--- config.mk ---
export PLATFORM = sky130hd
export DESIGN_NAME = encoder_move_sequencer_flat
export DESIGN_NICKNAME = d
export VERILOG_FILES = /design/src/hw/rtl/emsq_pkg.sv /design/src/hw/rtl/emsq_in_if.sv /design/src/hw/rtl/emsq_out_if.sv /design/src/hw/rtl/emsq_cfg.sv /design/src/hw/rtl/emsq_goal.sv /design/src/hw/rtl/emsq_core.sv /design/src/hw/rtl/encoder_move_sequencer.sv /design/src/flat_wrapper.sv
export SDC_FILE = /design/constraint.sdc
export NUM_CORES = 2
export LEC_CHECK = 0
export BUFFER_PORTS_ARGS = -buffer_cell sky130_fd_sc_hd__buf_2
export CORE_ASPECT_RATIO = 0.7
export CORE_MARGIN = 8
export CORE_UTILIZATION = 45
export DETAILED_ROUTE_END_ITERATION = 8
export PLACE_DENSITY = 0.64
export SLEW_MARGIN = 20
export SYNTH_ARGS = -nofsm -noshare
export SYNTH_HDL_FRONTEND = slang
export SYNTH_SLANG_ARGS = --single-unit
--- constraint.sdc ---
create_clock -name clk_i -period 11.86 [get_ports clk_i]
set_input_delay 2.372 -clock clk_i [delete_from_list [all_inputs] [get_ports clk_i]]
set_output_delay 2.372 -clock clk_i [all_outputs]
set_load 0.005 [all_outputs]
--- src/hw/rtl/emsq_pkg.sv ---
// ----------------------------------------------------------------------------
// Encoder move sequencer package
// Shared widths, codes, register layout and item types of the sequencer.
// ----------------------------------------------------------------------------
package emsq_pkg;

  // Pulse counter width; the counters wrap at this width.
  localparam int unsigned CountWidth = 16;
  localparam logic [CountWidth-1:0] CountMax = {CountWidth{1'b1}};

  // Field widths.
  localparam int unsigned DutyWidth   = 12;
  localparam int unsigned AmountWidth = 16;
  localparam int unsigned TimerWidth  = 10;
  localparam int unsigned FuncWidth   = 2;

  localparam logic [DutyWidth-1:0]  DutyFull = {DutyWidth{1'b1}};
  localparam logic [TimerWidth-1:0] TimerMax = {TimerWidth{1'b1}};

  // Safety margin of a straight move in millimetres.
  localparam logic [AmountWidth-1:0] MarginMm = 16'd2;

  // Fractional bits of pulses_per_mm.
  localparam int unsigned PpmFracBits = 12;

  // Function codes of an input item.
  localparam logic [FuncWidth-1:0] FuncSample = 2'd0;
  localparam logic [FuncWidth-1:0] FuncLinear = 2'd1;
  localparam logic [FuncWidth-1:0] FuncRotate = 2'd2;

  // Configuration register indexes (byte address is four times the index).
  localparam int unsigned PaddrWidth = 5;
  localparam logic [2:0] RegDrivePower      = 3'd0;
  localparam logic [2:0] RegRightBrakeLevel = 3'd1;
  localparam logic [2:0] RegPulsesPerMm     = 3'd2;
  localparam logic [2:0] RegRotateInner     = 3'd3;
  localparam logic [2:0] RegRotateOuter     = 3'd4;
  localparam logic [2:0] RegBrakeTicks      = 3'd5;

  // Motion phase, also reported on the result.
  typedef enum logic [1:0] {
    PhIdle   = 2'd0,
    PhLinear = 2'd1,
    PhRotate = 2'd2,
    PhBrake  = 2'd3
  } phase_e;

  // Configuration seen by the datapath.
  typedef struct packed {
    logic [DutyWidth-1:0]  drive_power;
    logic [DutyWidth-1:0]  right_brake_level;
    logic [15:0]           pulses_per_mm;
    logic [7:0]            rotate_inner_per_degree;
    logic [7:0]            rotate_outer_per_degree;
    logic [TimerWidth-1:0] brake_ticks;
  } cfg_t;

  // One input item.
  typedef struct packed {
    logic [FuncWidth-1:0]          func;
    logic                          left_pulse;
    logic                          right_pulse;
    logic                          ms_tick;
    logic signed [AmountWidth-1:0] amount;
  } in_item_t;

  // One result item.
  typedef struct packed {
    logic [DutyWidth-1:0]  left_fwd_duty;
    logic [DutyWidth-1:0]  left_rev_duty;
    logic [DutyWidth-1:0]  right_fwd_duty;
    logic [DutyWidth-1:0]  right_rev_duty;
    logic [CountWidth-1:0] left_count;
    logic [CountWidth-1:0] right_count;
    phase_e                phase;
  } out_item_t;

  // Saturate a wide product to the counter range.
  function automatic logic [CountWidth-1:0] sat_count(input logic [31:0] v);
    logic [CountWidth-1:0] r;
    if (v > 32'(CountMax)) begin
      r = CountMax;
    end else begin
      r = v[CountWidth-1:0];
    end
    return r;
  endfunction

endpackage

--- src/hw/rtl/emsq_in_if.sv ---
// ----------------------------------------------------------------------------
// Encoder move sequencer input channel
// Valid/ready channel carrying one sample or command item.
// ----------------------------------------------------------------------------
interface emsq_in_if;
  logic                                   valid;
  logic                                   ready;
  logic [emsq_pkg::FuncWidth-1:0]         func;
  logic                                   left_pulse;
  logic                                   right_pulse;
  logic                                   ms_tick;
  logic signed [emsq_pkg::AmountWidth-1:0] amount;

  modport source (output valid, func, left_pulse, right_pulse, ms_tick, amount,
                  input ready);
  modport sink (input valid, func, left_pulse, right_pulse, ms_tick, amount,
                output ready);
endinterface

--- src/hw/rtl/emsq_out_if.sv ---
// ----------------------------------------------------------------------------
// Encoder move sequencer result channel
// Valid/ready channel carrying motor duties, counters and phase.
// ----------------------------------------------------------------------------
interface emsq_out_if;
  logic                                valid;
  logic                                ready;
  logic [emsq_pkg::DutyWidth-1:0]      left_fwd_duty;
  logic [emsq_pkg::DutyWidth-1:0]      left_rev_duty;
  logic [emsq_pkg::DutyWidth-1:0]      right_fwd_duty;
  logic [emsq_pkg::DutyWidth-1:0]      right_rev_duty;
  logic [emsq_pkg::CountWidth-1:0]     left_count;
  logic [emsq_pkg::CountWidth-1:0]     right_count;
  logic [1:0]                          phase;

  modport source (output valid, left_fwd_duty, left_rev_duty, right_fwd_duty,
                  right_rev_duty, left_count, right_count, phase,
                  input ready);
  modport sink (input valid, left_fwd_duty, left_rev_duty, right_fwd_duty,
                right_rev_duty, left_count, right_count, phase,
                output ready);
endinterface

--- src/hw/rtl/emsq_cfg.sv ---
// ----------------------------------------------------------------------------
// Encoder move sequencer configuration registers
// APB-style register file holding the six sequencer settings.
// ----------------------------------------------------------------------------
module emsq_cfg (
  input  logic                            clk_i,
  input  logic                            rst_ni,
  input  logic                            psel,
  input  logic                            penable,
  input  logic                            pwrite,
  input  logic [emsq_pkg::PaddrWidth-1:0] paddr,
  input  logic [31:0]                     pwdata,
  output logic [31:0]                     prdata,
  output logic                            pready,
  output emsq_pkg::cfg_t                  cfg_o
);

  emsq_pkg::cfg_t cfg_q;
  logic           wr_en;
  logic [2:0]     reg_idx;

  // Register index from the word address; the access phase completes at once.
  assign reg_idx = paddr[4:2];
  assign wr_en   = psel & penable & pwrite;
  assign pready  = 1'b1;
  assign cfg_o   = cfg_q;

  // Register writes; indexes beyond the list are dropped.
  always_ff @(posedge clk_i or negedge rst_ni) begin
    if (!rst_ni) begin
      cfg_q.drive_power             <= 12'd2048;
      cfg_q.right_brake_level       <= 12'd4095;
      cfg_q.pulses_per_mm           <= 16'd372;
      cfg_q.rotate_inner_per_degree <= 8'd1;
      cfg_q.rotate_outer_per_degree <= 8'd1;
      cfg_q.brake_ticks             <= 10'd100;
    end else if (wr_en) begin
      case (reg_idx)
        emsq_pkg::RegDrivePower:      cfg_q.drive_power <= pwdata[11:0];
        emsq_pkg::RegRightBrakeLevel: cfg_q.right_brake_level <= pwdata[11:0];
        emsq_pkg::RegPulsesPerMm:     cfg_q.pulses_per_mm <= pwdata[15:0];
        emsq_pkg::RegRotateInner:     cfg_q.rotate_inner_per_degree <= pwdata[7:0];
        emsq_pkg::RegRotateOuter:     cfg_q.rotate_outer_per_degree <= pwdata[7:0];
        emsq_pkg::RegBrakeTicks:      cfg_q.brake_ticks <= pwdata[9:0];
        default: ;
      endcase
    end
  end

  // Read-back multiplexer.
  always_comb begin
    prdata = 32'd0;
    case (reg_idx)
      emsq_pkg::RegDrivePower:      prdata = 32'(cfg_q.drive_power);
      emsq_pkg::RegRightBrakeLevel: prdata = 32'(cfg_q.right_brake_level);
      emsq_pkg::RegPulsesPerMm:     prdata = 32'(cfg_q.pulses_per_mm);
      emsq_pkg::RegRotateInner:     prdata = 32'(cfg_q.rotate_inner_per_degree);
      emsq_pkg::RegRotateOuter:     prdata = 32'(cfg_q.rotate_outer_per_degree);
      emsq_pkg::RegBrakeTicks:      prdata = 32'(cfg_q.brake_ticks);
      default:                      prdata = 32'd0;
    endcase
  end

endmodule

--- src/hw/rtl/emsq_goal.sv ---
// ----------------------------------------------------------------------------
// Encoder move sequencer target calculation
// Pulse targets of both sides for a straight move or a rotation.
// ----------------------------------------------------------------------------
module emsq_goal (
  input  logic [emsq_pkg::AmountWidth-1:0] mag_i,
  input  logic                             neg_i,
  input  logic                             linear_i,
  input  emsq_pkg::cfg_t                   cfg_i,
  output logic [emsq_pkg::CountWidth-1:0]  left_goal_o,
  output logic [emsq_pkg::CountWidth-1:0]  right_goal_o
);

  logic [emsq_pkg::AmountWidth-1:0] lin_mm;
  logic [31:0]                      lin_prod;
  logic [19:0]                      lin_pulses;
  logic [emsq_pkg::CountWidth-1:0]  lin_goal;
  logic [23:0]                      in_prod;
  logic [23:0]                      out_prod;
  logic [emsq_pkg::CountWidth-1:0]  in_goal;
  logic [emsq_pkg::CountWidth-1:0]  out_goal;

  // Straight move: distance less the margin, scaled by the Q4.12 pulse rate.
  assign lin_mm     = mag_i - emsq_pkg::MarginMm;
  assign lin_prod   = 32'(lin_mm) * 32'(cfg_i.pulses_per_mm);
  assign lin_pulses = lin_prod[31:emsq_pkg::PpmFracBits];
  assign lin_goal   = (mag_i > emsq_pkg::MarginMm) ?
                      emsq_pkg::sat_count(32'(lin_pulses)) : '0;

  // Rotation: degrees times the inner and outer pulse rates.
  assign in_prod  = 24'(cfg_i.rotate_inner_per_degree) * 24'(mag_i);
  assign out_prod = 24'(cfg_i.rotate_outer_per_degree) * 24'(mag_i);
  assign in_goal  = emsq_pkg::sat_count(32'(in_prod));
  assign out_goal = emsq_pkg::sat_count(32'(out_prod));

  // A negative rotation swaps the inner and outer sides.
  always_comb begin
    if (linear_i) begin
      left_goal_o  = lin_goal;
      right_goal_o = lin_goal;
    end else if (neg_i) begin
      left_goal_o  = in_goal;
      right_goal_o = out_goal;
    end else begin
      left_goal_o  = out_goal;
      right_goal_o = in_goal;
    end
  end

endmodule

--- src/hw/rtl/emsq_core.sv ---
// ----------------------------------------------------------------------------
// Encoder move sequencer core
// Motion state, pulse counters and result forming for one item per cycle while fire_i is high.
// ----------------------------------------------------------------------------
module emsq_core (
  input  logic                clk_i,
  input  logic                rst_ni,
  input  logic                fire_i,
  input  emsq_pkg::in_item_t  item_i,
  input  emsq_pkg::cfg_t      cfg_i,
  output emsq_pkg::out_item_t result_o
);

  logic [emsq_pkg::CountWidth-1:0] left_pulses_q, left_pulses_d;
  logic [emsq_pkg::CountWidth-1:0] right_pulses_q, right_pulses_d;
  logic [emsq_pkg::CountWidth-1:0] left_goal_q, left_goal_d;
  logic [emsq_pkg::CountWidth-1:0] right_goal_q, right_goal_d;
  logic [emsq_pkg::TimerWidth-1:0] brake_timer_q, brake_timer_d;
  emsq_pkg::phase_e                phase_q, phase_d;
  logic                            left_done_q, left_done_d;
  logic                            right_done_q, right_done_d;
  logic                            reverse_q, reverse_d;

  logic [emsq_pkg::AmountWidth-1:0] amt_raw;
  logic [emsq_pkg::AmountWidth-1:0] mag;
  logic                             neg;
  logic                             is_cmd;
  logic                             start;
  logic [emsq_pkg::CountWidth-1:0]  new_left_goal;
  logic [emsq_pkg::CountWidth-1:0]  new_right_goal;

  // Magnitude and sign of the commanded amount.
  assign amt_raw = item_i.amount;
  assign neg     = amt_raw[emsq_pkg::AmountWidth-1];
  assign mag     = neg ? (~amt_raw + 16'd1) : amt_raw;
  assign is_cmd  = (item_i.func == emsq_pkg::FuncLinear) ||
                   (item_i.func == emsq_pkg::FuncRotate);
  assign start   = fire_i && is_cmd && (phase_q == emsq_pkg::PhIdle) && (mag != '0);

  emsq_goal u_goal (
    .mag_i        (mag),
    .neg_i        (neg),
    .linear_i     (item_i.func == emsq_pkg::FuncLinear),
    .cfg_i        (cfg_i),
    .left_goal_o  (new_left_goal),
    .right_goal_o (new_right_goal)
  );

  // Next state for the item being processed.
  always_comb begin
    left_pulses_d  = left_pulses_q;
    right_pulses_d = right_pulses_q;
    left_goal_d    = left_goal_q;
    right_goal_d   = right_goal_q;
    brake_timer_d  = brake_timer_q;
    phase_d        = phase_q;
    left_done_d    = left_done_q;
    right_done_d   = right_done_q;
    reverse_d      = reverse_q;
    if (fire_i && (item_i.func == emsq_pkg::FuncSample)) begin
      left_pulses_d  = left_pulses_q + emsq_pkg::CountWidth'(item_i.left_pulse);
      right_pulses_d = right_pulses_q + emsq_pkg::CountWidth'(item_i.right_pulse);
      case (phase_q)
        emsq_pkg::PhBrake: begin
          if (item_i.ms_tick && (brake_timer_q != emsq_pkg::TimerMax)) begin
            brake_timer_d = brake_timer_q + 10'd1;
          end
          if (brake_timer_d >= cfg_i.brake_ticks) begin
            phase_d = emsq_pkg::PhIdle;
          end
        end
        emsq_pkg::PhLinear: begin
          if (left_pulses_d >= left_goal_q) begin
            left_done_d = 1'b1;
          end
          if (right_pulses_d >= right_goal_q) begin
            right_done_d = 1'b1;
          end
          if (left_done_d && right_done_d) begin
            phase_d       = emsq_pkg::PhBrake;
            brake_timer_d = '0;
          end
        end
        emsq_pkg::PhRotate: begin
          if ((left_pulses_d >= left_goal_q) || (right_pulses_d >= right_goal_q)) begin
            phase_d       = emsq_pkg::PhBrake;
            brake_timer_d = '0;
          end
        end
        default: ;
      endcase
    end else if (start) begin
      left_pulses_d  = '0;
      right_pulses_d = '0;
      left_done_d    = 1'b0;
      right_done_d   = 1'b0;
      brake_timer_d  = '0;
      reverse_d      = neg;
      left_goal_d    = new_left_goal;
      right_goal_d   = new_right_goal;
      phase_d        = (item_i.func == emsq_pkg::FuncLinear) ?
                       emsq_pkg::PhLinear : emsq_pkg::PhRotate;
    end
  end

  // Motion state registers.
  always_ff @(posedge clk_i or negedge rst_ni) begin
    if (!rst_ni) begin
      left_pulses_q  <= '0;
      right_pulses_q <= '0;
      left_goal_q    <= '0;
      right_goal_q   <= '0;
      brake_timer_q  <= '0;
      phase_q        <= emsq_pkg::PhIdle;
      left_done_q    <= 1'b0;
      right_done_q   <= 1'b0;
      reverse_q      <= 1'b0;
    end else begin
      left_pulses_q  <= left_pulses_d;
      right_pulses_q <= right_pulses_d;
      left_goal_q    <= left_goal_d;
      right_goal_q   <= right_goal_d;
      brake_timer_q  <= brake_timer_d;
      phase_q        <= phase_d;
      left_done_q    <= left_done_d;
      right_done_q   <= right_done_d;
      reverse_q      <= reverse_d;
    end
  end

  // Result from the updated state.
  always_comb begin
    result_o.left_fwd_duty  = '0;
    result_o.left_rev_duty  = '0;
    result_o.right_fwd_duty = '0;
    result_o.right_rev_duty = '0;
    result_o.left_count     = left_pulses_d;
    result_o.right_count    = right_pulses_d;
    result_o.phase          = phase_d;
    case (phase_d)
      emsq_pkg::PhLinear: begin
        if (left_done_d) begin
          result_o.left_fwd_duty = emsq_pkg::DutyFull;
          result_o.left_rev_duty = emsq_pkg::DutyFull;
        end else if (reverse_d) begin
          result_o.left_rev_duty = cfg_i.drive_power;
        end else begin
          result_o.left_fwd_duty = cfg_i.drive_power;
        end
        if (right_done_d) begin
          result_o.right_fwd_duty = emsq_pkg::DutyFull;
          result_o.right_rev_duty = emsq_pkg::DutyFull;
        end else if (reverse_d) begin
          result_o.right_rev_duty = cfg_i.drive_power;
        end else begin
          result_o.right_fwd_duty = cfg_i.drive_power;
        end
      end
      emsq_pkg::PhRotate: begin
        // Sides run in opposite directions.
        if (reverse_d) begin
          result_o.left_rev_duty  = cfg_i.drive_power;
          result_o.right_fwd_duty = cfg_i.drive_power;
        end else begin
          result_o.left_fwd_duty  = cfg_i.drive_power;
          result_o.right_rev_duty = cfg_i.drive_power;
        end
      end
      emsq_pkg::PhBrake: begin
        result_o.left_fwd_duty  = emsq_pkg::DutyFull;
        result_o.left_rev_duty  = emsq_pkg::DutyFull;
        result_o.right_fwd_duty = cfg_i.right_brake_level;
        result_o.right_rev_duty = cfg_i.right_brake_level;
      end
      default: ;
    endcase
  end

endmodule

--- src/hw/rtl/encoder_move_sequencer.sv ---
// ----------------------------------------------------------------------------
// Encoder move sequencer
// Counts front encoder pulses, drives both motor sides and brakes on target.
// ----------------------------------------------------------------------------
//
//  Channel   Direction  Handshake        Transaction
//  in_i      sink       valid / ready    one sample or move command
//  out_o     source     valid / ready    duties, counters and phase
//  apb       slave      psel / penable   one register write or read
//
// One transaction is accepted per cycle while neither stage is stalled; its
// result passes the input register and then the result register, which
// lie around the combinational update logic.
// A stalled result register holds its transaction while the input register
// still accepts one more; both stages then hold until the sink takes one.
// Reset clears the motion state and loads the documented register defaults.
// ----------------------------------------------------------------------------
module encoder_move_sequencer (
  input  logic                            clk_i,
  input  logic                            rst_ni,
  emsq_in_if.sink                         in_i,
  emsq_out_if.source                      out_o,
  input  logic                            psel,
  input  logic                            penable,
  input  logic                            pwrite,
  input  logic [emsq_pkg::PaddrWidth-1:0] paddr,
  input  logic [31:0]                     pwdata,
  output logic [31:0]                     prdata,
  output logic                            pready
);

  emsq_pkg::cfg_t      cfg;
  emsq_pkg::in_item_t  in_item_q;
  emsq_pkg::out_item_t result;
  emsq_pkg::out_item_t out_item_q;
  logic                in_valid_q;
  logic                out_valid_q;
  logic                out_adv;
  logic                fire;

  emsq_cfg u_cfg (
    .clk_i   (clk_i),
    .rst_ni  (rst_ni),
    .psel    (psel),
    .penable (penable),
    .pwrite  (pwrite),
    .paddr   (paddr),
    .pwdata  (pwdata),
    .prdata  (prdata),
    .pready  (pready),
    .cfg_o   (cfg)
  );

  // Stage flow: the result register frees when empty or being taken.
  assign out_adv    = !out_valid_q || out_o.ready;
  assign fire       = in_valid_q && out_adv;
  assign in_i.ready = !in_valid_q || fire;

  // Input register valid.
  always_ff @(posedge clk_i or negedge rst_ni) begin
    if (!rst_ni) begin
      in_valid_q <= 1'b0;
    end else if (in_i.ready) begin
      in_valid_q <= in_i.valid;
    end
  end

  // Input register payload.
  always_ff @(posedge clk_i) begin
    if (in_i.ready && in_i.valid) begin
      in_item_q.func        <= in_i.func;
      in_item_q.left_pulse  <= in_i.left_pulse;
      in_item_q.right_pulse <= in_i.right_pulse;
      in_item_q.ms_tick     <= in_i.ms_tick;
      in_item_q.amount      <= in_i.amount;
    end
  end

  emsq_core u_core (
    .clk_i    (clk_i),
    .rst_ni   (rst_ni),
    .fire_i   (fire),
    .item_i   (in_item_q),
    .cfg_i    (cfg),
    .result_o (result)
  );

  // Result register valid.
  always_ff @(posedge clk_i or negedge rst_ni) begin
    if (!rst_ni) begin
      out_valid_q <= 1'b0;
    end else if (out_adv) begin
      out_valid_q <= in_valid_q;
    end
  end

  // Result register payload.
  always_ff @(posedge clk_i) begin
    if (fire) begin
      out_item_q <= result;
    end
  end

  assign out_o.valid          = out_valid_q;
  assign out_o.left_fwd_duty  = out_item_q.left_fwd_duty;
  assign out_o.left_rev_duty  = out_item_q.left_rev_duty;
  assign out_o.right_fwd_duty = out_item_q.right_fwd_duty;
  assign out_o.right_rev_duty = out_item_q.right_rev_duty;
  assign out_o.left_count     = out_item_q.left_count;
  assign out_o.right_count    = out_item_q.right_count;
  assign out_o.phase          = out_item_q.phase;

  // A processed transaction always lands in the result register.
  a_fire_lands: assert property (@(posedge clk_i) disable iff (!rst_ni)
    fire |=> out_valid_q)
    else $error("processed transaction did not reach the result register");

  // A blocked input stage keeps its transaction.
  a_in_hold: assert property (@(posedge clk_i) disable iff (!rst_ni)
    (in_valid_q && !out_adv) |=> in_valid_q)
    else $error("input stage dropped a transaction while blocked");

  // An idle result releases every motor pin.
  a_idle_zero: assert property (@(posedge clk_i) disable iff (!rst_ni)
    (out_valid_q && (out_item_q.phase == emsq_pkg::PhIdle)) |->
    ((out_item_q.left_fwd_duty == '0) && (out_item_q.left_rev_duty == '0) &&
     (out_item_q.right_fwd_duty == '0) && (out_item_q.right_rev_duty == '0)))
    else $error("idle result drives a motor pin");

  // A braking result holds the left side at full duty on both pins.
  a_brake_left: assert property (@(posedge clk_i) disable iff (!rst_ni)
    (out_valid_q && (out_item_q.phase == emsq_pkg::PhBrake)) |->
    ((out_item_q.left_fwd_duty == emsq_pkg::DutyFull) &&
     (out_item_q.left_rev_duty == emsq_pkg::DutyFull)))
    else $error("braking result without full left brake");

endmodule
--- src/flat_wrapper.sv ---
// flat-port wrapper written by rule: the top's interface ports become plain ports
module encoder_move_sequencer_flat 
  (clk_i, rst_ni, psel, penable, pwrite, paddr, pwdata, prdata, pready, in_i_valid, in_i_func, in_i_left_pulse, in_i_right_pulse, in_i_ms_tick, in_i_amount, in_i_ready, out_o_valid, out_o_left_fwd_duty, out_o_left_rev_duty, out_o_right_fwd_duty, out_o_right_rev_duty, out_o_left_count, out_o_right_count, out_o_phase, out_o_ready);
  emsq_in_if in_i_i ();
  emsq_out_if out_o_i ();
  input  logic clk_i;
  input  logic rst_ni;
  input  logic psel;
  input  logic penable;
  input  logic pwrite;
  input  logic [emsq_pkg::PaddrWidth-1:0] paddr;
  input  logic [31:0] pwdata;
  output logic [31:0] prdata;
  output logic pready;
  input wire logic [$bits(in_i_i.valid)-1:0] in_i_valid;
  input wire logic [$bits(in_i_i.func)-1:0] in_i_func;
  input wire logic [$bits(in_i_i.left_pulse)-1:0] in_i_left_pulse;
  input wire logic [$bits(in_i_i.right_pulse)-1:0] in_i_right_pulse;
  input wire logic [$bits(in_i_i.ms_tick)-1:0] in_i_ms_tick;
  input wire logic [$bits(in_i_i.amount)-1:0] in_i_amount;
  output wire logic [$bits(in_i_i.ready)-1:0] in_i_ready;
  output wire logic [$bits(out_o_i.valid)-1:0] out_o_valid;
  output wire logic [$bits(out_o_i.left_fwd_duty)-1:0] out_o_left_fwd_duty;
  output wire logic [$bits(out_o_i.left_rev_duty)-1:0] out_o_left_rev_duty;
  output wire logic [$bits(out_o_i.right_fwd_duty)-1:0] out_o_right_fwd_duty;
  output wire logic [$bits(out_o_i.right_rev_duty)-1:0] out_o_right_rev_duty;
  output wire logic [$bits(out_o_i.left_count)-1:0] out_o_left_count;
  output wire logic [$bits(out_o_i.right_count)-1:0] out_o_right_count;
  output wire logic [$bits(out_o_i.phase)-1:0] out_o_phase;
  input wire logic [$bits(out_o_i.ready)-1:0] out_o_ready;
  assign in_i_i.valid = in_i_valid;
  assign in_i_i.func = in_i_func;
  assign in_i_i.left_pulse = in_i_left_pulse;
  assign in_i_i.right_pulse = in_i_right_pulse;
  assign in_i_i.ms_tick = in_i_ms_tick;
  assign in_i_i.amount = in_i_amount;
  assign in_i_ready = in_i_i.ready;
  assign out_o_valid = out_o_i.valid;
  assign out_o_left_fwd_duty = out_o_i.left_fwd_duty;
  assign out_o_left_rev_duty = out_o_i.left_rev_duty;
  assign out_o_right_fwd_duty = out_o_i.right_fwd_duty;
  assign out_o_right_rev_duty = out_o_i.right_rev_duty;
  assign out_o_left_count = out_o_i.left_count;
  assign out_o_right_count = out_o_i.right_count;
  assign out_o_phase = out_o_i.phase;
  assign out_o_i.ready = out_o_ready;
  encoder_move_sequencer u_core (.clk_i(clk_i), .rst_ni(rst_ni), .in_i(in_i_i), .out_o(out_o_i), .psel(psel), .penable(penable), .pwrite(pwrite), .paddr(paddr), .pwdata(pwdata), .prdata(prdata), .pready(pready));
endmodule
# Word level (Yosys, flattened, before mapping)
# Index checks and enable logic that the tools add are counted.
# op_classes
n_addsub,5
mul,3
div,0
magnitude_cmp,7
eq_ne,17
n_shift,0
mux,49
bitwise_logic,4
n_reduce_logical,27
# ops
cell,count
$mux 16,13
$pmux 48 s3,1
$pmux 16 s6,1
$mux 24,3
$mux 10,7
$gt 24x16->1 const B,2
$mul 8x16->24,2
$add 16x1->16,2
$ge 16x16->1,2
$mul 16x16->32,1
$pmux 10 s3,1
$mux 12,2
$gt 20x16->1 const B,1
$add 16x1->16 const B,1
$gt 16x2->1 const B,1
$not 16->16,1
$reduce_bool 16->1,1
$sub 16x2->16 const B,1
$mux 1,14
$reduce_and 2->1,7
$mux 2,6
$add 10x1->10 const B,1
$eq 2x2->1 const B,5
$ge 10x10->1,1
17 further kinds,35
# word_totals
reg_bits,250
latchBits,0
ram_bits,0
romBits,0
input_bits,65
out_inout_bits,117
wordCells,141
n_memories,0

# Logic depth before layout (Yosys ltp)
# depth
depth_word,11
depth_mapped,38
ltp_nobuf,32

# By module
# From an unflattened synthesis, not the netlist that was laid out.
# unflattened
cells_unflattened,3191
hier_area_um2,30200.2
# modules_own_cells
module,instances,cells_each,area_per_inst_um2,seq_area_each_um2
emsq_goal,1,2096,17580.6,0.0
emsq_core,1,742,6155.9,1976.9
emsq_cfg,1,242,3266.9,1680.4
encoder_move_sequencer,1,111,3196.8,3143.0

# Worst setup path before layout
# Ideal clock, no wire load.
# synth_path
kind,register to register
from,register u_core.in_item_q[0] (netlist name)
to,register u_core.u_core.right_goal_q[13] (netlist name)
setup_ns,0.127
arrival_time_ns,9.148
required_time_ns,11.733
path_slack_ns,2.584
stages_incl_launch_ff,38
n_path_buf,7
period_less_slack_ns,9.276
cell_sequence,edfxtp_1 > clkbuf_1 > clkbuf_1 > inv_1 > ha_1 > nand2_1 > o21ai_0 > inv_1 > clkbuf_1 > clkbuf_1 > ha_1 > nand2_1 > nor3_1 > nand2_1 > xnor2_1 > clkbuf_1 > nand2_1 > fa_1 > [... 2 more ...] > fa_1 > fa_1 > fa_1 > inv_1 > fa_1 > inv_1 > ha_1 > clkbuf_1 > and3_1 > nand4_1 > or4_1 > o21bai_1 > a21oi_1 > o21ai_0 > a2111o_1 > clkbuf_1 > a211o_1 > o2bb2ai_1
# synth_between
elab_chain_len,9
elab_cells_between_ends,20
cone_classes,2 x add/sub; 3 x mul; 4 x order compare; 7 x mux; 1 x bitwise; 3 x reduce/logical
# synth_lines
item,line_no,rtl
from (decl),encoder_move_sequencer.sv:33,emsq_pkg::in_item_t in_item_q;
$not 16->16,emsq_core.sv:35,assign mag = neg ? (~amt_raw + 16'd1) : amt_raw;
$add 16x1->16,emsq_core.sv:35,
$mux 16 *,emsq_core.sv:35,
$sub 16x2->16,emsq_goal.sv:24,assign lin_mm = mag_i - emsq_pkg::MarginMm;
$mul 16x16->32,emsq_goal.sv:25,assign lin_prod = 32'(lin_mm) * 32'(cfg_i.pulses_per_mm);
$gt 20x16->1,emsq_pkg.sv:81,if (v > 32'(CountMax)) begin
$mux 16,emsq_pkg.sv:81,
$mux 16,emsq_goal.sv:27,assign lin_goal = (mag_i > emsq_pkg::MarginMm) ?
$mux 16,emsq_goal.sv:38,if (linear_i) begin
to (signal assigned),emsq_core.sv:122,right_goal_q <= right_goal_d;
to (decl),emsq_core.sv:17,"logic [emsq_pkg::CountWidth-1:0] right_goal_q, right_goal_d;"
# Every way passes the cells marked *; elsewhere a longest branch is shown, timed or not.
# A chain may end at the register's enable or synchronous reset.

# Final worst setup path
# layout_path
from,register u_core.in_item_q[0] (netlist name)
to,register u_core.u_core.right_goal_q[15] (netlist name)
# Same word-level chain as after synthesis.

==> metrics.md <==
| Metric | Value |
|---|---|
| Rows | 79 |
| CTS resizes | 0 |
| Setup Fix Bufs, Post-CTS | 0 |
| Max-cap viol count | 0 |
| Clock Tree Buf Depth | 3 |
| Maximum achievable frequency | a little under 100 MHz |
| Clock skew | 0.03412 ns |
| CP Buf/Inv Count | 6 |
| CP peak stage delay | 0.67 ns |
| Clock slew at reported path FFs | approximately 0.070 ns |
| Sequential element share of the synthesized area | between 20 and 25% |
| Relative slew slack | a little under a quarter |
| Yosys reg bits | 250 |
| CTS Root Buffer Type | clkbuf_16 |
| Layout cell share with drive strength beyond 1 | a little over a tenth |
| Die height | 232.8 um |
| Fin crit share | 86.25% |
| CORE AREA | around 66000 um^2 |
| Synth async-reset ratio | between 50 and 60% |
| Die area | between 70000 and 80000 um^2 |
| RePlAce Congestion | around 0.94 |
| Tot GR Track Use | a little over a fifth |
| Sink count of the clock tree | between 200 and 300 |
| # fillers | between 6k and 7k |
| CP arrival | roughly 11 ns |
| Avg Inst Size Synth | a little over 9 um^2 |
| CP Max Fanout | 20 |
| CP required | approximately 12 ns |
| TNS Setup | 0 ns |
| Global-route wire length before repair | between 100000 and 150000 um |
| Hold_buf cts | 0 |
| Post-DP HPWL | between 60000 and 70000 um |
| H-tree depth | 1 |
| Hold Crit Class | flip-flop to flip-flop |
| Vias in the first global route | 22.80k |
| Initial Util | a little under half |
| Crit-path most repeated cell | fa_1 |
| Worst Max-Slew Pin Slew | 1.141 ns |
| Die Span X | 325.6 um |
| Synth Warn # | 0 |
| Max-slew violation count | 0 |
| WS Path Type | flip-flop to flip-flop |
| Number of diodes | 0 |
| RSZ-0062 raised after global routing | no |
| Via count | about 23k |
| Global route overflow | 0 |
| Post-synth EDFFs | 103 |
| Total Wirelength | roughly 80000 um |
| Final setup vio count | 0 |
| Skew-Pair Late Insertion Delay | around 0.56 ns |
| Main synth FF type | dfrtp_1 |
| Outcome | finished, final reports clean |
| Largest net degree at the start of global routing | between 80 and 90 |
| Minimum clock period after layout | ~10 ns |
| Synthesis-to-layout area growth | 7.912% |
| CP max stage cell | xnor2_1 |
| Final Hold Vio Count | 0 |
| IO buf count | roughly 150 |
| Via density | ~5.5 |
| Initial DRC Count | about 1.9k |
| Syn Inst Count | between 3k and 4k |
| Crit end category | flip-flop |
| Remaining DRCs | 0 |
| CP top delay family | adder cells |
| Initial antenna violation count | 2 |
| I/O Pins | approximately 180 |
| Startpoint Class | flip-flop |
| Footprint of the multi-input gates | 20930 um^2 |
| Count of different cell masters after synthesis | 86 |
| Register Area | 6800 um^2 |
| Routed Antenna Nets | 0 |
| Cts bufs inserted | 25 |
| Post-DR wirelength/cell | 19.25 um |
| CTS tree | done |
| Layout net count | between 3k and 4k |
| Mapped Area | slightly above 30000 um^2 |
| DR pass1 iterations | 6 |
registers in the layout, indices dropped and copies added (netlist names), 10 cells and up:
register / count
u_core.u_core.left_goal_q: 16
u_core.out_o.left_count: 16
u_core.u_core.right_goal_q: 16
u_core.out_o.right_fwd_duty: 12
u_core.out_o.right_count: 16
u_core.u_core.right_pulses_q: 16
u_core.u_cfg.cfg_o: 66
u_core.in_item_q: 21
u_core.u_core.brake_timer_q: 10
u_core.out_o.right_rev_duty: 12
u_core.out_o.left_rev_duty: 12
u_core.out_o.left_fwd_duty: 12
u_core.u_core.left_pulses_q: 16
cells in the final DEF, fill, tap and decap left out, drive strengths merged, types with 54 or more instances in the layout:
| cell type | count |
|---|---|
| a21oi | 124 |
| mux2 | 62 |
| nor3 | 54 |
| ha | 246 |
| inv | 473 |
| nand2 | 403 |
| xnor2 | 73 |
| dfrtp | 124 |
| nor2 | 111 |
| fa | 361 |
| buf | 197 |
| nand3 | 61 |
| edfxtp | 103 |
| and2 | 255 |
| o21ai | 141 |
worst min-delay path: stages, from the launching register on:
cell      delay (ns)
dfrtp_1         0.35
nand2_1         0.06
o211ai_1        0.08
cell type report:
class	instances	area share, %
flip-flops and latches	250	20.86
clock buffers	34	2.127
repair buffers	197	3.436
clock inverters	11	0.5106
multi-input cells	2378	64.21
inverters	472	5.436
well taps	891	3.420
metal layers:
layer | vias to the layer above | wire length [um] | track usage, % | share of wire (%)
met5 | - | 13 | 0 | 0.016
met3 | 67 | 7453 | 5.267 | 9.1
li1 | 10855 | - | - | -
met4 | 2 | 1014 | 3.097 | 1.2
met1 | 11506 | 40010 | 33.25 | 49
met2 | 724 | 32990 | 29.82 | 40
Yosys cell counts, types with 73 or more instances:
library cell | n | area, um^2
inv_1 | 471 | 1768
nand2_1 | 403 | 1513
fa_1 | 361 | 7227
and2_1 | 255 | 1595
ha_1 | 246 | 3078
clkbuf_1 | 156 | 585.6
o21ai_0 | 140 | 700.7
dfrtp_1 | 124 | 3103
a21oi_1 | 123 | 615.6
nor2_1 | 111 | 416.7
edfxtp_1 | 103 | 3093
xnor2_1 | 73 | 639.4
cells by family after synthesis:
logic type      Yosys count  synth area share (%)
flops                   250                 22.52
simple gates           1039                 16.99
compound gates          514                 11.26
xor+xnor                115                 3.335
fa+ha+maj               607                 34.12
mux                      86                 3.231
other cells               2               0.02487
buf+inv                 665                 8.517
stage by stage:
stage	std cells	setup WS [ns]	hold slack, ns	cell area (um^2)	utilization, %
4_1_cts	4233	1.658	0.5325	32590	49.06
5_1_grt	4233	1.038	0.5490	32590	49.07
3_3_place_gp	4188	1.867	0.5200	31730	47.76
2_1_floorplan	3293	2.584	0.4561	30260	-
3_5_place_dp	4188	1.670	0.5179	31730	47.76
6_report	4233	1.631	0.5309	32590	49.07
worst paths after layout:
path                                              start                          endpoint  cells after the start  slack, ns
max in group asynchronous                        rst_ni            u_core.u_cfg.cfg_o[12]                      2       8.57
max reg2reg                         u_core.in_item_q[0]    u_core.u_core.right_goal_q[15]                     31       1.63
min                        u_core.u_core.left_goal_q[8]      u_core.u_core.left_goal_q[8]                      2       0.53
min in group asynchronous                        rst_ni  u_core.u_core.right_pulses_q[10]                      1       1.85
min reg2reg                u_core.u_core.left_goal_q[8]      u_core.u_core.left_goal_q[8]                      2       0.53
max                                 u_core.in_item_q[0]    u_core.u_core.right_goal_q[15]                     31       1.63
Power is not shown: default switching activity piles up to over one toggle a cycle in this logic, so the estimate is an artifact.
